[config.mk]
export PLATFORM = sky130hd
export DESIGN_NAME = csdm_divider
export DESIGN_NICKNAME = d
export VERILOG_FILES = /design/src/design/csdm_pkg.sv /design/src/design/csdm_divider.sv
export SDC_FILE = /design/constraint.sdc
export NUM_CORES = 2
export LEC_CHECK = 0
export BUFFER_PORTS_ARGS = -buffer_cell sky130_fd_sc_hd__buf_2
export CORE_MARGIN = 2
export CORE_UTILIZATION = 50
export CTS_CLUSTER_DIAMETER = 120
export CTS_CLUSTER_SIZE = 16
export DETAILED_ROUTE_END_ITERATION = 6
export PLACE_DENSITY_LB_ADDON = 0.1
export REMOVE_ABC_BUFFERS = 1
export SETUP_SLACK_MARGIN = 0.4
export SLEW_MARGIN = 20
export SYNTH_ARGS = -nofsm -noshare
export SYNTH_HDL_FRONTEND = slang
export SYNTH_SLANG_ARGS = --single-unit
[constraint.sdc]
create_clock -name clk -period 8.7 [get_ports clk]
set_input_delay 0.87 -clock clk [delete_from_list [all_inputs] [get_ports clk]]
set_output_delay 0.87 -clock clk [all_outputs]
set_load 0.005 [all_outputs]
[src/design/csdm_pkg.sv]
// Package: constants, types and angle table for the concentric square-to-disk map.
package csdm_pkg;

	localparam int FRAC_BITS       = 14;
	localparam int ROTATION_STAGES = 16;
	localparam int ANGLE_FRAC      = 30;
	localparam int IO_W            = 16;
	localparam int MAG_W           = 16;
	localparam int QUO_W           = ANGLE_FRAC + 1;
	localparam int DIV_STEPS       = ANGLE_FRAC;
	localparam int GAIN_W          = 32;
	localparam int CW              = 34;
	localparam int ZW              = 33;
	localparam int OUT_SH          = ANGLE_FRAC - FRAC_BITS;
	localparam int OW              = CW - OUT_SH;

	localparam logic [29:0] PI_QUARTER_Q30 = 30'd843314857;
	localparam logic [29:0] GAIN_Q30       = 30'd652032874;

	typedef enum logic [1:0] {
		WEDGE_E = 2'd0,
		WEDGE_N = 2'd1,
		WEDGE_W = 2'd2,
		WEDGE_S = 2'd3
	} wedge_t;

	typedef struct packed {
		wedge_t              wedge;
		logic                zero;
		logic                qsign;
		logic [GAIN_W-1:0]   vx0;
	} div_side_t;

	typedef struct packed {
		wedge_t wedge;
		logic   zero;
	} rot_side_t;

	function automatic logic [29:0] atan_q30(input int i);
		logic [29:0] v;
		case (i)
			0:  v = 30'd843314857;
			1:  v = 30'd497837829;
			2:  v = 30'd263043837;
			3:  v = 30'd133525159;
			4:  v = 30'd67021687;
			5:  v = 30'd33543516;
			6:  v = 30'd16775851;
			7:  v = 30'd8388437;
			8:  v = 30'd4194283;
			9:  v = 30'd2097149;
			10: v = 30'd1048576;
			11: v = 30'd524288;
			12: v = 30'd262144;
			13: v = 30'd131072;
			14: v = 30'd65536;
			15: v = 30'd32768;
			16: v = 30'd16384;
			17: v = 30'd8192;
			18: v = 30'd4096;
			19: v = 30'd2048;
			20: v = 30'd1024;
			21: v = 30'd512;
			22: v = 30'd256;
			23: v = 30'd128;
			24: v = 30'd64;
			25: v = 30'd32;
			26: v = 30'd16;
			27: v = 30'd8;
			28: v = 30'd4;
			29: v = 30'd2;
			30: v = 30'd1;
			default: v = 30'd0;
		endcase
		return v;
	endfunction

endpackage

[src/design/csdm_divider.sv]
// Pipelined restoring divider: one quotient bit per stage.
module csdm_divider import csdm_pkg::*; (
	input  logic              clk,
	input  logic              arst_n,
	input  logic              in_valid,
	output logic              in_ready,
	input  logic [MAG_W-1:0]  in_rem,
	input  logic [MAG_W-1:0]  in_den,
	input  logic [QUO_W-1:0]  in_quo,
	input  div_side_t         in_side,
	output logic              out_valid,
	input  logic              out_ready,
	output logic [QUO_W-1:0]  out_quo,
	output div_side_t         out_side
);

	logic [DIV_STEPS:0] vld_q;
	logic [DIV_STEPS:0] rdy;
	logic [MAG_W-1:0]   rem_q  [DIV_STEPS+1];
	logic [MAG_W-1:0]   den_q  [DIV_STEPS+1];
	logic [QUO_W-1:0]   quo_q  [DIV_STEPS+1];
	div_side_t          side_q [DIV_STEPS+1];

	assign vld_q[0]  = in_valid;
	assign rem_q[0]  = in_rem;
	assign den_q[0]  = in_den;
	assign quo_q[0]  = in_quo;
	assign side_q[0] = in_side;
	assign rdy[0]    = 1'b0;
	assign in_ready  = rdy[1];

	for (genvar k = 1; k <= DIV_STEPS; k++) begin : g_step
		logic [MAG_W:0]   rem2;
		logic             ge;
		logic [MAG_W:0]   diff;

		if (k == DIV_STEPS) begin : g_last
			assign rdy[k] = !vld_q[k] || out_ready;
		end else begin : g_mid
			assign rdy[k] = !vld_q[k] || rdy[k+1];
		end

		assign rem2 = {rem_q[k-1], 1'b0};
		assign ge   = rem2 >= {1'b0, den_q[k-1]};
		assign diff = rem2 - {1'b0, den_q[k-1]};

		always_ff @(posedge clk or negedge arst_n) begin
			if (!arst_n) begin
				vld_q[k] <= 1'b0;
			end else if (rdy[k]) begin
				vld_q[k] <= vld_q[k-1];
			end
		end

		always_ff @(posedge clk) begin
			if (rdy[k] && vld_q[k-1]) begin
				rem_q[k]  <= ge ? diff[MAG_W-1:0] : rem2[MAG_W-1:0];
				den_q[k]  <= den_q[k-1];
				quo_q[k]  <= {quo_q[k-1][QUO_W-2:0], ge};
				side_q[k] <= side_q[k-1];
			end
		end
	end

	assign out_valid = vld_q[DIV_STEPS];
	assign out_quo   = quo_q[DIV_STEPS];
	assign out_side  = side_q[DIV_STEPS];

endmodule

# Word-level counts from Yosys, hierarchy flattened
# Cells that the tools add are included.
# totals
in_bits	103
register_bits	2533
# classes
n_mux	29
magnitude_cmp	30
reduce_logical	90
addsub	29
# ops
cell	count
$ge A17 B16 Y1	30
$mux W16	29
$sub A16 B16 Y16	29
$logic_and A1 B1 Y1	30
$logic_not A1 Y1	30
$logic_or A1 B1 Y1	30

# Depth between registers and ports, before layout
# logic_depth
ltp_word	32
mapped_depth	12
mapped_depth_nobuf	11

# Worst setup path after synthesis
# OpenSTA, ideal clock, no wires.
# synth_timing
path_kind	input port to flip-flop
from	input port out_ready
to	register den_q[160] in the netlist's numbering, enable pin
arrival_time_ns	7.809
stages	5
required_time_ns	8.027
setup_time_ns	0.673
setup_slack_ns	0.219
cell_sequence	nand4b_1 -> nor2_1 -> nand3_1 -> nor2_1 -> a21boi_0
# synth_via
elab_chain_cells	12
# synth_lines
item	line	source
start: declaration	csdm_divider.sv:12	input logic out_ready,
$logic_or A1 B1 Y1	csdm_divider.sv:38	assign rdy[k] = !vld_q[k] || out_ready;
$logic_or A1 B1 Y1 (10 in series)	csdm_divider.sv:40	assign rdy[k] = !vld_q[k] || rdy[k+1];
$logic_and A1 B1 Y1	csdm_divider.sv:56	if (rdy[k] && vld_q[k-1]) begin
end signal: indexed assignment	csdm_divider.sv:58	den_q[k] <= den_q[k-1];
end: declaration	csdm_divider.sv:20	logic [MAG_W-1:0] den_q [DIV_STEPS+1];
# No other way between the ends.
# A chain may end at the register's enable or synchronous reset.

# Worst setup path in the final report
# layout_timing
from	register vld_q[29]
to	output port in_ready
# layout_via
elab_chain_cells	30
# layout_lines
item	line	source
start: declaration	csdm_divider.sv:17	logic [DIV_STEPS:0] vld_q;
start signal: indexed assignment	csdm_divider.sv:51	vld_q[k] <= vld_q[k-1];
$logic_not A1 Y1	csdm_divider.sv:40	
$logic_or A1 B1 Y1 (29 in series)	csdm_divider.sv:40	
end: declaration	csdm_divider.sv:6	output logic in_ready,
# No other way between the ends.

==> run summary <==
CLOCK NETWORK
--------------------------------------------------------------------------------------
Setup repair bufs after CTS                                                          0
Number of H-tree branching levels                                                    4
Total clock buffers created by CTS                                                 176
Hold Buf Count CTS                                                                   0
Clock Sinks                                                                       2533
Post-CTS resize count                                                                0
TritonCTS clock tree                                                             built
Buffer type at the clock tree root                                           clkbuf_16
Longest Clk Path Bufs                                                                3
Clock latency on the worst-skew pair                                           0.86 ns
Clock slew at the register clock pins of the worst setup and hold paths        0.07 ns

DRT
--------------------------------------------------------------------------------------
Via-per-instance ratio                                                            5.35
Vias after detailed routing                                                      53800
Count of nets left with antenna violations after detail routing                      0
Post-route DRC violation count                                                       0
Post-detailed-routing wire length                                               192 mm
First-iteration detailed-routing DRC count                                        4223
Pre-antenna DRT Iters                                                                6
Post-DR wirelength/cell                                                        19.1 um

TIMING
--------------------------------------------------------------------------------------
RSZ-0062 raised after global routing                                             false
Fmax                                                                           202 MHz
Fin Hold WS                                                                  0.0633 ns
Sum of negative setup slack                                                       0 ns
Worst setup skew after layout                                                0.0514 ns
Max-slew violation count                                                             0
Period Utilization, post-route                                                   0.568
Number of endpoints failing setup at the final stage                                 0
Number of failing hold endpoints at the final stage                                  0
Worst Max-Slew Pin Slew                                                        1.10 ns
Relative slew slack                                                              0.266
Min cycle time layout                                                          4.94 ns

GLOBAL ROUTE
--------------------------------------------------------------------------------------
Overall fraction of global-route tracks in use                                   0.179
Final global-route overflow total                                                    0
GR Layer Usage met1                                                              0.239
Number of global-route vias before repair                                        53800
Initial antenna violation count                                                     10
Wire length of the first global-routing pass                                    303 mm
Global Route met3 Usage                                                         0.0248
Met2 demand-to-capacity share in global routing                                  0.303
Routing layer with the top usage in global route                                  met2
Pin count of the biggest net entering global routing                                72

PLACEMENT
--------------------------------------------------------------------------------------
Final weighted congestion of routability-driven global placement                 0.887
DP HPWL                                                                         139 mm
Number of buffer cells added on primary ports                                      141

FLOORPLANNING
--------------------------------------------------------------------------------------
Placeable core region                                                        0.210 mm2
Site row count                                                                     168
Starting Density                                                                 0.504
Number of ports placed on the die boundary                                         172
Die Area                                                                     0.216 mm2
Die X                                                                           464 um
Vertical extent of the die                                                      464 um

SETUP PATH
--------------------------------------------------------------------------------------
Most frequent CP cell                                                            buf_4
Worst path required time                                                       7.83 ns
Cell-by-cell listing of the critical path                                 nand4b_1 -> nor4_2 -> buf_4 -> nand4_1 -> nor3_2 -> nand3_1 -> nor2_1 -> buf_4 -> nand2_1 -> buf_2
Category of the worst setup path capture point                             output port
Max stage delay on crit path                                                   0.71 ns
Family with the most delay on the worst path                              simple AND/OR/NAND/NOR gates
Worst-path maximum fanout                                                            8
Buf+Inv Stages, Crit Path                                                            3
Arrival time at the worst endpoint                                             4.07 ns
Slowest CP cell                                                                 nor3_2
Category of the critical setup timing path                                flop to output port
Crit start category                                                               flop

LOGIC SYNTHESIS
--------------------------------------------------------------------------------------
Post-synthesis instance area                                                 0.106 mm2
Most common cell in the netlist                                               edfxtp_1
Average instance area after synthesis                                         15.3 um2
Synth Register Bits                                                               2533
Cell accounting for the most synthesized area                                 edfxtp_1
Number of enable flip-flop cells after synthesis                                  2503
Warnings, synthesis                                                                  0
Share of the yosys chip area belonging to registers                              0.716
Proportion of netlist area held by the largest area contributor                  0.709
Share of flip-flops with an asynchronous set or reset                           0.0118
Primary FF master, synth                                                      edfxtp_1
Cells after synthesis                                                             6940
Biggest area contributors in the synthesized netlist                      edfxtp_1 (71%), ha_1 (5.7%), inv_1 (2.2%), a21oi_1 (1.7%), mux2_2 (1.7%)
Commonest cells in the netlist                                            edfxtp_1 (2503), inv_1 (617), ha_1 (479), nor2_1 (390), a21oi_1 (364)
Cell variety after synth                                                            75

POWER
--------------------------------------------------------------------------------------
Maximum VDD drop                                                              0.249 mV
Total power per unit cell area                                              329 mW/mm2
Static Leak                                                                  0.0430 uW
Overall power consumption                                                     37800 uW

RUN STATUS
--------------------------------------------------------------------------------------
Run status                                                                finished clean

CELLS AND AREA
--------------------------------------------------------------------------------------
Area Growth Syn to Fin                                                           8.43%
Net count of the finished layout                                                  7778
Proportion of layout cells with a drive suffix above 1                          0.0997

FLOW RUN
--------------------------------------------------------------------------------------
Max_cap viols                                                                        0

MIN PATH
--------------------------------------------------------------------------------------
Hold Crit Class                                                           input pin to asynchronous set/reset pin

[metal layers]
layer / part of all wire / vias to the layer above / wire length, um
li1: - / 26300 / -
met1: 0.44 / 26100 / 84800
met2: 0.49 / 1070 / 93700
met3: 0.040 / 296 / 7610
met4: 0.029 / 0 / 5570
met5: 0 / - / 0
[state kept, by name, indices dropped and copies added, names as in the netlist]
| register | count |
|---|---|
| den_q | 464 |
| g_step.rem2 | 464 |
| out_quo | 31 |
| out_side | 36 |
| out_valid | 1 |
| quo_q | 464 |
| side_q | 1044 |
| vld_q | 29 |
[metrics by stage]
stage                util  setup WS (ns)  cell area, um2  instances
floorplan               -          0.219          105000       6793
global placement    0.523           3.46          110000       9794
detailed placement  0.523           3.69          110000       9794
CTS                 0.547           3.57          115000      10000
global route        0.547           3.39          115000      10100
finish              0.547           3.76          115000      10100
[report_power, final]
part	switching, uW	total (uW)	internal, uW
Clock	3910	7700	3780
Combinational	6970	12500	5540
Sequential	1070	17600	16500
[final cells by class]
| class | instances | area [um2] |
|---|---|---|
| Fill cell | 16800 | 95300 |
| Inverter | 617 | 2320 |
| Multi-Input combinational cell | 3643 | 27000 |
| Timing Repair Buffer | 196 | 1120 |
| Clock buffer | 241 | 4690 |
| Antenna cell | 3 | 7.51 |
| Sequential cell | 2533 | 75900 |
| Clock inverter | 14 | 338 |
| Tap cell | 2805 | 3510 |
[worst reg2reg max path, cell delays in order, from the launching register on]
cell and delay (ns):
dfrtp_1 0.37, nand4b_1 0.48, nor2_1 0.81, nand3_1 0.20
nor3_1 0.74, and3_1 0.46, nand2b_1 0.15, and2_4 0.28
buf_4 0.37
[cells by family after synthesis]
family          share of synthesized area
simple gates                       0.0632
fa+ha+maj                          0.0620
compound gates                     0.0778
mux                                0.0276
xor+xnor                           0.0216
buf+inv                            0.0315
flops                               0.716
[layout by cell type (no fill, tap or decap), types with 25 or more instances in the layout]
cell type and n:
edfxtp_1 2503, inv_1 617, ha_1 479, nor2_1 389, a21oi_1 360, nand2_1 273, o21ai_0 250, clkbuf_16 178
xnor2_1 177, mux2_2 158, o21a_1 157, nor3_1 151, buf_2 141, nand3_1 122, a21o_1 90, xor2_1 84
or3_1 70, nor2b_1 68, clkbuf_1 63, nand4_1 61, mux2_4 60, a31oi_1 59, buf_4 55, nand2b_1 53
and3_1 41, or2_2 38, and2_1 35, a211oi_1 31, o31ai_1 30, dfrtp_1 30, nor4_1 29, fa_1 29
a211o_1 25
[path summary, 6_finish.rpt]
check,slack [ns],endpoint,depth (start not counted),from
worst max-delay path,3.76,in_ready,10,vld_q[29]
worst min-delay path,0.06,vld_q[1],2,arst_n
worst max register to register,4.42,side_q[594],8,vld_q[29]
worst min register to register,0.40,quo_q[569],0,quo_q[599]
max in group asynchronous,8.11,vld_q[29],2,arst_n
min in group clk,0.18,side_q[1053],1,in_side[9]
No activity file was read; power rests on OpenSTA's default activity.
