--- src/design/csdm_pkg.sv ---
// Package: constants, types and angle table for the concentric square-to-disk map.
package csdm_pkg;

	localparam int FRAC_BITS       = 14;
	localparam int ROTATION_STAGES = 16;
	localparam int ANGLE_FRAC      = 30;
	localparam int IO_W            = 16;
	localparam int MAG_W           = 16;
	localparam int QUO_W           = ANGLE_FRAC + 1;
	localparam int DIV_STEPS       = ANGLE_FRAC;
	localparam int GAIN_W          = 32;
	localparam int CW              = 34;
	localparam int ZW              = 33;
	localparam int OUT_SH          = ANGLE_FRAC - FRAC_BITS;
	localparam int OW              = CW - OUT_SH;

	localparam logic [29:0] PI_QUARTER_Q30 = 30'd843314857;
	localparam logic [29:0] GAIN_Q30       = 30'd652032874;

	typedef enum logic [1:0] {
		WEDGE_E = 2'd0,
		WEDGE_N = 2'd1,
		WEDGE_W = 2'd2,
		WEDGE_S = 2'd3
	} wedge_t;

	typedef struct packed {
		wedge_t              wedge;
		logic                zero;
		logic                qsign;
		logic [GAIN_W-1:0]   vx0;
	} div_side_t;

	typedef struct packed {
		wedge_t wedge;
		logic   zero;
	} rot_side_t;

	function automatic logic [29:0] atan_q30(input int i);
		logic [29:0] v;
		case (i)
			0:  v = 30'd843314857;
			1:  v = 30'd497837829;
			2:  v = 30'd263043837;
			3:  v = 30'd133525159;
			4:  v = 30'd67021687;
			5:  v = 30'd33543516;
			6:  v = 30'd16775851;
			7:  v = 30'd8388437;
			8:  v = 30'd4194283;
			9:  v = 30'd2097149;
			10: v = 30'd1048576;
			11: v = 30'd524288;
			12: v = 30'd262144;
			13: v = 30'd131072;
			14: v = 30'd65536;
			15: v = 30'd32768;
			16: v = 30'd16384;
			17: v = 30'd8192;
			18: v = 30'd4096;
			19: v = 30'd2048;
			20: v = 30'd1024;
			21: v = 30'd512;
			22: v = 30'd256;
			23: v = 30'd128;
			24: v = 30'd64;
			25: v = 30'd32;
			26: v = 30'd16;
			27: v = 30'd8;
			28: v = 30'd4;
			29: v = 30'd2;
			30: v = 30'd1;
			default: v = 30'd0;
		endcase
		return v;
	endfunction

endpackage

--- src/design/csdm_cordic.sv ---
// Pipelined rotation-mode CORDIC: one micro-rotation per stage.
module csdm_cordic import csdm_pkg::*; (
	input  logic                  clk,
	input  logic                  arst_n,
	input  logic                  in_valid,
	output logic                  in_ready,
	input  logic signed [CW-1:0]  in_vx,
	input  logic signed [ZW-1:0]  in_z,
	input  rot_side_t             in_side,
	output logic                  out_valid,
	input  logic                  out_ready,
	output logic signed [CW-1:0]  out_vx,
	output logic signed [CW-1:0]  out_vy,
	output rot_side_t             out_side
);

	logic [ROTATION_STAGES:0] vld_q;
	logic [ROTATION_STAGES:0] rdy;
	logic signed [CW-1:0]     vx_q   [ROTATION_STAGES+1];
	logic signed [CW-1:0]     vy_q   [ROTATION_STAGES+1];
	logic signed [ZW-1:0]     z_q    [ROTATION_STAGES+1];
	rot_side_t                side_q [ROTATION_STAGES+1];

	assign vld_q[0]  = in_valid;
	assign vx_q[0]   = in_vx;
	assign vy_q[0]   = '0;
	assign z_q[0]    = in_z;
	assign side_q[0] = in_side;
	assign rdy[0]    = 1'b0;
	assign in_ready  = rdy[1];

	for (genvar k = 1; k <= ROTATION_STAGES; k++) begin : g_rot
		localparam logic signed [ZW-1:0] ANG = ZW'(atan_q30(k - 1));
		logic signed [CW-1:0] dx;
		logic signed [CW-1:0] dy;
		logic                 pos;

		if (k == ROTATION_STAGES) begin : g_last
			assign rdy[k] = !vld_q[k] || out_ready;
		end else begin : g_mid
			assign rdy[k] = !vld_q[k] || rdy[k+1];
		end

		assign dx  = vy_q[k-1] >>> (k - 1);
		assign dy  = vx_q[k-1] >>> (k - 1);
		assign pos = !z_q[k-1][ZW-1];

		always_ff @(posedge clk or negedge arst_n) begin
			if (!arst_n) begin
				vld_q[k] <= 1'b0;
			end else if (rdy[k]) begin
				vld_q[k] <= vld_q[k-1];
			end
		end

		always_ff @(posedge clk) begin
			if (rdy[k] && vld_q[k-1]) begin
				vx_q[k]   <= pos ? vx_q[k-1] - dx : vx_q[k-1] + dx;
				vy_q[k]   <= pos ? vy_q[k-1] + dy : vy_q[k-1] - dy;
				z_q[k]    <= pos ? z_q[k-1] - ANG : z_q[k-1] + ANG;
				side_q[k] <= side_q[k-1];
			end
		end
	end

	assign out_valid = vld_q[ROTATION_STAGES];
	assign out_vx    = vx_q[ROTATION_STAGES];
	assign out_vy    = vy_q[ROTATION_STAGES];
	assign out_side  = side_q[ROTATION_STAGES];

endmodule

--- config.mk ---
export PLATFORM = sky130hd
export DESIGN_NAME = csdm_cordic
export DESIGN_NICKNAME = d
export VERILOG_FILES = /design/src/design/csdm_pkg.sv /design/src/design/csdm_cordic.sv
export SDC_FILE = /design/constraint.sdc
export NUM_CORES = 2
export LEC_CHECK = 0
export BUFFER_PORTS_ARGS = -buffer_cell sky130_fd_sc_hd__buf_2
export CAP_MARGIN = 20
export CORE_AREA = 2 2 459 461
export DETAILED_ROUTE_END_ITERATION = 6
export DIE_AREA = 0 0 461 463
export GPL_ROUTABILITY_DRIVEN = 0
export PLACE_DENSITY = 0.88
export RECOVER_POWER = 50
export SETUP_SLACK_MARGIN = 0.15
export SLEW_MARGIN = 30
export SYNTH_ARGS = -nofsm -noshare
export SYNTH_HDL_FRONTEND = slang
export SYNTH_SLANG_ARGS = --single-unit
--- constraint.sdc ---
create_clock -name clk -period 11.1 [get_ports clk]
set_input_delay 2.22 -clock clk [delete_from_list [all_inputs] [get_ports clk]]
set_output_delay 2.22 -clock clk [all_outputs]
set_load 0.005 [all_outputs]
# After elaboration in Yosys (flattened, before gate mapping)
# Cells that the tools add are included.
[word_totals]
output_inout_bits = 73
inputBits = 74
regBits = 1647
wordCells = 280
[op_classes]
add_sub_neg = 91
n_mux = 46
reduce_logical = 48
[op_table]
columns = ["op", "count"]
rows = [
  ["$mux 34", 31],
  ["$mux 33", 15],
  ["$add 34x19->34", 2],
  ["$add 34x20->34", 2],
  ["$add 34x21->34", 2],
  ["$add 34x22->34", 2],
  ["$add 34x23->34", 2],
  ["$add 34x24->34", 2],
  ["$add 34x25->34", 2],
  ["$add 34x26->34", 2],
  ["$add 34x27->34", 2],
  ["$add 34x28->34", 2],
  ["$add 34x29->34", 2],
  ["$add 34x30->34", 2],
  ["$add 34x31->34", 2],
  ["$add 34x32->34", 2],
  ["$add 34x33->34", 2],
  ["$sub 34x19->34", 2],
  ["$sub 34x20->34", 2],
  ["$sub 34x21->34", 2],
  ["$sub 34x22->34", 2],
  ["$sub 34x23->34", 2],
  ["$sub 34x24->34", 2],
  ["$sub 34x25->34", 2],
  ["other kinds (40)", 95],
]

# Depth between registers and ports, before layout
[depth]
word_depth = 18
depth_mapped = 21
ltp_nobuf = 21

# Least setup slack after synthesis
# No wires, ideal clock.
[synth_timing]
path_type = "in2reg"
from = "input port out_ready"
to = "register vy_q (netlist bit g_rot[2].dx[0]), enable pin"
required_ps = 10474
cell_stages = 7
arrival_ps = 8027
path_slack_ps = 2447
setup_time_ps = 626
n_path_buf = 0
path_cell_list = "nor2b_1 nand3_1 nor2_1 nand2_1 nor3_1 and3_1 a31oi_1"
[synth_between]
elab_chain_cells = 17
[synth_rtl]
columns = ["element", "line", "text"]
rows = [
  ["start, declared", "csdm_cordic.sv:11", "input logic out_ready,"],
  ["$logic_or 1x1->1", "csdm_cordic.sv:39", "assign rdy[k] = !vld_q[k] || out_ready;"],
  ["$logic_or 1x1->1 (15 in series)", "csdm_cordic.sv:41", "assign rdy[k] = !vld_q[k] || rdy[k+1];"],
  ["$logic_and 1x1->1", "csdm_cordic.sv:57", "if (rdy[k] && vld_q[k-1]) begin"],
  ["end signal, assigned by index", "csdm_cordic.sv:59", "vy_q[k] <= pos ? vy_q[k-1] + dy : vy_q[k-1] - dy;"],
  ["end, declared", "csdm_cordic.sv:20", "logic signed [CW-1:0] vy_q [ROTATION_STAGES+1];"],
]
# No other way between the ends.
# A chain may end at the register's enable or synchronous reset.

# Final worst setup path
[layout_timing]
from = "register z_q[329] (netlist name)"
to = "register z_q[294] (netlist name) (data pin)"
[layout_between]
elab_chain_cells = 1
[layout_rtl]
columns = ["element", "line", "text"]
rows = [
  ["start, declared", "csdm_cordic.sv:21", "logic signed [ZW-1:0] z_q [ROTATION_STAGES+1];"],
  ["start signal, assigned by index", "csdm_cordic.sv:60", "z_q[k] <= pos ? z_q[k-1] - ANG : z_q[k-1] + ANG;"],
  ["$mux 33", "csdm_cordic.sv:60", ""],
]
# No other way between the ends.

==> results.cfg <==
[run_status]
status = complete, but fails checks
failing_checks = design-rule violations, max-capacitance violations, max-slew violations

[synth]
yosys_register_bits = 1534
share_of_synthesized_cell_area_in_full_adder_half_adder_and_majority_cells_pct = 14.5
synth_sequential_area_ratio_pct = 36.4
number_of_enable_flip_flop_cells_after_synthesis = 1518
synth_top_family_by_area = compound AO/OA/AOI/OAI gates
synth.avg_cell_area_sq_um = 9.70
synth_mux_area_share_pct = 0.971
synth_compound_gate_area_share_pct = 19.3
synth_warnings = 0
synth-simple-area-share_pct = 12.9
synth_flop_cell = sky130_fd_sc_hd__edfxtp_1
synth.cell_area_sq_um = 126000
syn-instance-count = 13000
synthArstFlopShare_pct = 1.04
mappedNetlistNets = 14500
ys_types = 84
synthXorXnorAreaFrac_pct = 13.4

[grt]
largest_net_degree_at_the_start_of_global_routing = 105
grt_pass1_wl_microns = 493000
global_route.usage.met2_pct = 48.3
global_route.usage.total_pct = 27.9
antenna_violations_before_repair = 8
grt.met1_usage_pct = 33.7
globalRoute.totalOverflow = 0
grt.met3_usage_pct = 4.01
gr-max-usage-layer = met2
first_global_vias = 97200

[clocking]
cts.clk_slew.worst_paths_ns = 0.06
clock_latency_ns = 0.85
cts_resized = 0
postCtsSetupBuffers = 0
cts-buffers-inserted = 167
cts.sink_count = 1534
clock_tree_from_tritoncts = done
clk_path_buf_depth = 3
cts_hold_repair.buffers = 0
cts.root.buffer_cell = sky130_fd_sc_hd__clkbuf_16
h-tree-depth = 4

[layout]
nets_finish = 14700
finish.instance_area_sq_um = 135000
area.growth.synth_to_final_pct = 7.06
num-fill-cells = 15700
post_route_cells_drive_above_1_share_pct = 3.68

[timing]
tns_ns = 0
worstMarginPinSlew_ns = 5.58
clock_skew_ns = 0.0669
finalCriticalPeriod_ns = 7.69
final-setup-viol-count = 0
setup_ws_ns = 3.41
min_period_over_period_pct = 69.2
finalHoldViolations = 0
fmax_mhz = 130
slew_viol_final = 1817
setup_repair_after_global_routing_missed_its_margin = no
slew_headroom_pct = -272

[floorplan]
io-pin-count = 147
floorplan.die.height_microns = 463
core_area_sq_um = 209000
die_x_microns = 461
initial_core_util_pct = 60.6
num_rows = 168
die_area_sq_um = 213000

[setup_path]
crit_arrival_ns = 8.26
start_kind = flip-flop
crit_fanout = 62
critPathRequiredTime_ns = 11.68
cp-end-kind = flip-flop
worst-setup-path-type = flip-flop to flip-flop
r2r_slack_ns = 3.41

[route]
wire_per_inst_microns = 19.1
drtIter0Drc = 9068
drtAntennaViolNets = 0
routed-via-count = 102000
drtPass1Iterations = 7
detail_route.wirelength_microns = 308000
avgViaCountPerCell = 6.31
drc_errors = 3

[placement]
place.port_buffers = 146
hpwl_microns = 234000
post_place_setup_slack_ns = 3.88
dpl_cell_area_sq_um = 130000

[min_path]
min-delay-path-class = flip-flop to flip-flop

[job]
drv.max_cap_violation_count = 35
## cell usage in the layout, fill, tap and decap left out, drive strengths merged, types with 105 or more instances in the layout
cell,netlist,final
a211oi,105,105
a21o,603,603
a21oi,1424,1424
a31oi,149,149
and3,114,114
clkbuf,128,307
edfxtp,1518,1518
ha,1394,1394
inv,559,566
nand2,545,545
nand2b,197,197
nand3,206,206
nor2,1169,1169
nor2b,170,170
nor3,379,379
o21a,228,228
o21ai,591,591
o21bai,187,187
xnor2,1290,1290
xor2,645,645
## per-stage QoR
stage	cells	hold WS [ns]	util, %
after floorplan	13000	0.400	-
after global placement	15800	0.401	62.3
after detailed placement	15800	0.405	62.3
after CTS	16100	0.415	65.0
after global routing	16100	0.419	64.9
final	16100	0.413	64.9
## path summary, 6_finish.rpt
kind / startpoint / endpoint / cells past startpoint
setup / recovery: z_q[329] / z_q[294] / 15
hold / removal: side_q[37] / side_q[34] / 0
setup reg to reg: z_q[329] / z_q[294] / 15
hold reg to reg: side_q[37] / side_q[34] / 0
max in group asynchronous: arst_n / vld_q[12] / 1
min in group asynchronous: arst_n / vld_q[1] / 1
## state kept, by name (all words and copies together) (netlist names)
name and cells:
out_vx 34, z_q 383, g_rot.dy 390, out_valid 1, vx_q 120, out_side 3
side_q 45, g_rot.dx 390, vy_q 119, vld_q 15, out_vy 34
## per-layer routing
| metal | up-vias | share of wire [%] |
|---|---|---|
| met1 | 48100 | 39 |
| met2 | 4190 | 49 |
| met5 | - | 0.019 |
| met3 | 992 | 6.9 |
| li1 | 48600 | - |
| met4 | 2 | 5.4 |
## Yosys cell counts, types with 41 or more instances
library cell               count  area [sq um]
sky130_fd_sc_hd__a21o_1      603          4530
sky130_fd_sc_hd__edfxtp_1   1518         45600
sky130_fd_sc_hd__and2_1       94           588
sky130_fd_sc_hd__nand2_1     545          2050
sky130_fd_sc_hd__a211oi_1    105           788
sky130_fd_sc_hd__or4_1        43           323
sky130_fd_sc_hd__o211ai_1     48           360
sky130_fd_sc_hd__nand2b_1    197          1230
sky130_fd_sc_hd__inv_1       558          2090
sky130_fd_sc_hd__a31oi_1     149           932
sky130_fd_sc_hd__nand3_1     206          1030
sky130_fd_sc_hd__o31ai_1      57           428
sky130_fd_sc_hd__nor3_1      379          1900
sky130_fd_sc_hd__xnor2_1    1290         11300
sky130_fd_sc_hd__a21boi_0     41           308
sky130_fd_sc_hd__mux2_2       53           597
sky130_fd_sc_hd__o41ai_1      49           429
sky130_fd_sc_hd__o21bai_1    187          1400
sky130_fd_sc_hd__buf_4        73           548
sky130_fd_sc_hd__o21a_1      228          1710
sky130_fd_sc_hd__nor4_1       82           513
sky130_fd_sc_hd__and3_1      114           713
sky130_fd_sc_hd__a21oi_1    1424          7130
sky130_fd_sc_hd__o21ai_0     590          2950
sky130_fd_sc_hd__nor2b_1     170          1060
sky130_fd_sc_hd__clkbuf_1    128           480
sky130_fd_sc_hd__mux2i_1      63           631
sky130_fd_sc_hd__or3_1        92           576
sky130_fd_sc_hd__xor2_1      645          5650
sky130_fd_sc_hd__ha_1       1394         17400
sky130_fd_sc_hd__nor2_1     1169          4390
sky130_fd_sc_hd__nand4_1      74           463
sky130_fd_sc_hd__or2_2        46           288
sky130_fd_sc_hd__fa_1         43           861
## kinds of logic (layout without fill, tap and decap cells)
group | after synthesis | after routing
XOR/XNOR | 1935 | 1935
adder cells (fa/ha/maj) | 1437 | 1437
multiplexers | 116 | 116
AND/OR/NAND/NOR | 3354 | 3354
other | 0 | 30
AO/OA/AOI/OAI | 3855 | 3855
flip-flops | 1534 | 1534
buffers and inverters | 800 | 1069
## area by class of cell
type / count / area (sq um) / share of cell area (%)
clock buffers: 200 / 4390 / 3.24
inverters: 562 / 2110 / 1.56
clock inverters: 103 / 1090 / 0.807
diodes: 30 / 75.1 / 0.0555
flip-flops and latches: 1534 / 46000 / 34.0
well taps: 2805 / 3510 / 2.59
repair buffers: 204 / 957 / 0.707
multi-input cells: 10700 / 77200 / 57.1
## critical path: stages, from the launching register on
cell and delay, ns:
sky130_fd_sc_hd__edfxtp_1 0.80, sky130_fd_sc_hd__clkbuf_1 2.04, sky130_fd_sc_hd__inv_1 0.10, sky130_fd_sc_hd__clkbuf_1 0.68
sky130_fd_sc_hd__fa_1 0.67, sky130_fd_sc_hd__a21oi_1 0.15, sky130_fd_sc_hd__o21bai_1 0.12, sky130_fd_sc_hd__a2111oi_1 0.73
sky130_fd_sc_hd__o221ai_1 0.29, sky130_fd_sc_hd__a31oi_1 0.35, sky130_fd_sc_hd__a31oi_1 0.25, sky130_fd_sc_hd__a2111oi_0 0.42
sky130_fd_sc_hd__o21bai_1 0.13, sky130_fd_sc_hd__a21o_1 0.22, sky130_fd_sc_hd__a221oi_1 0.34, sky130_fd_sc_hd__xnor2_1 0.10
Power is not shown: default switching activity piles up to over one toggle a cycle in this logic, so the estimate is an artifact.
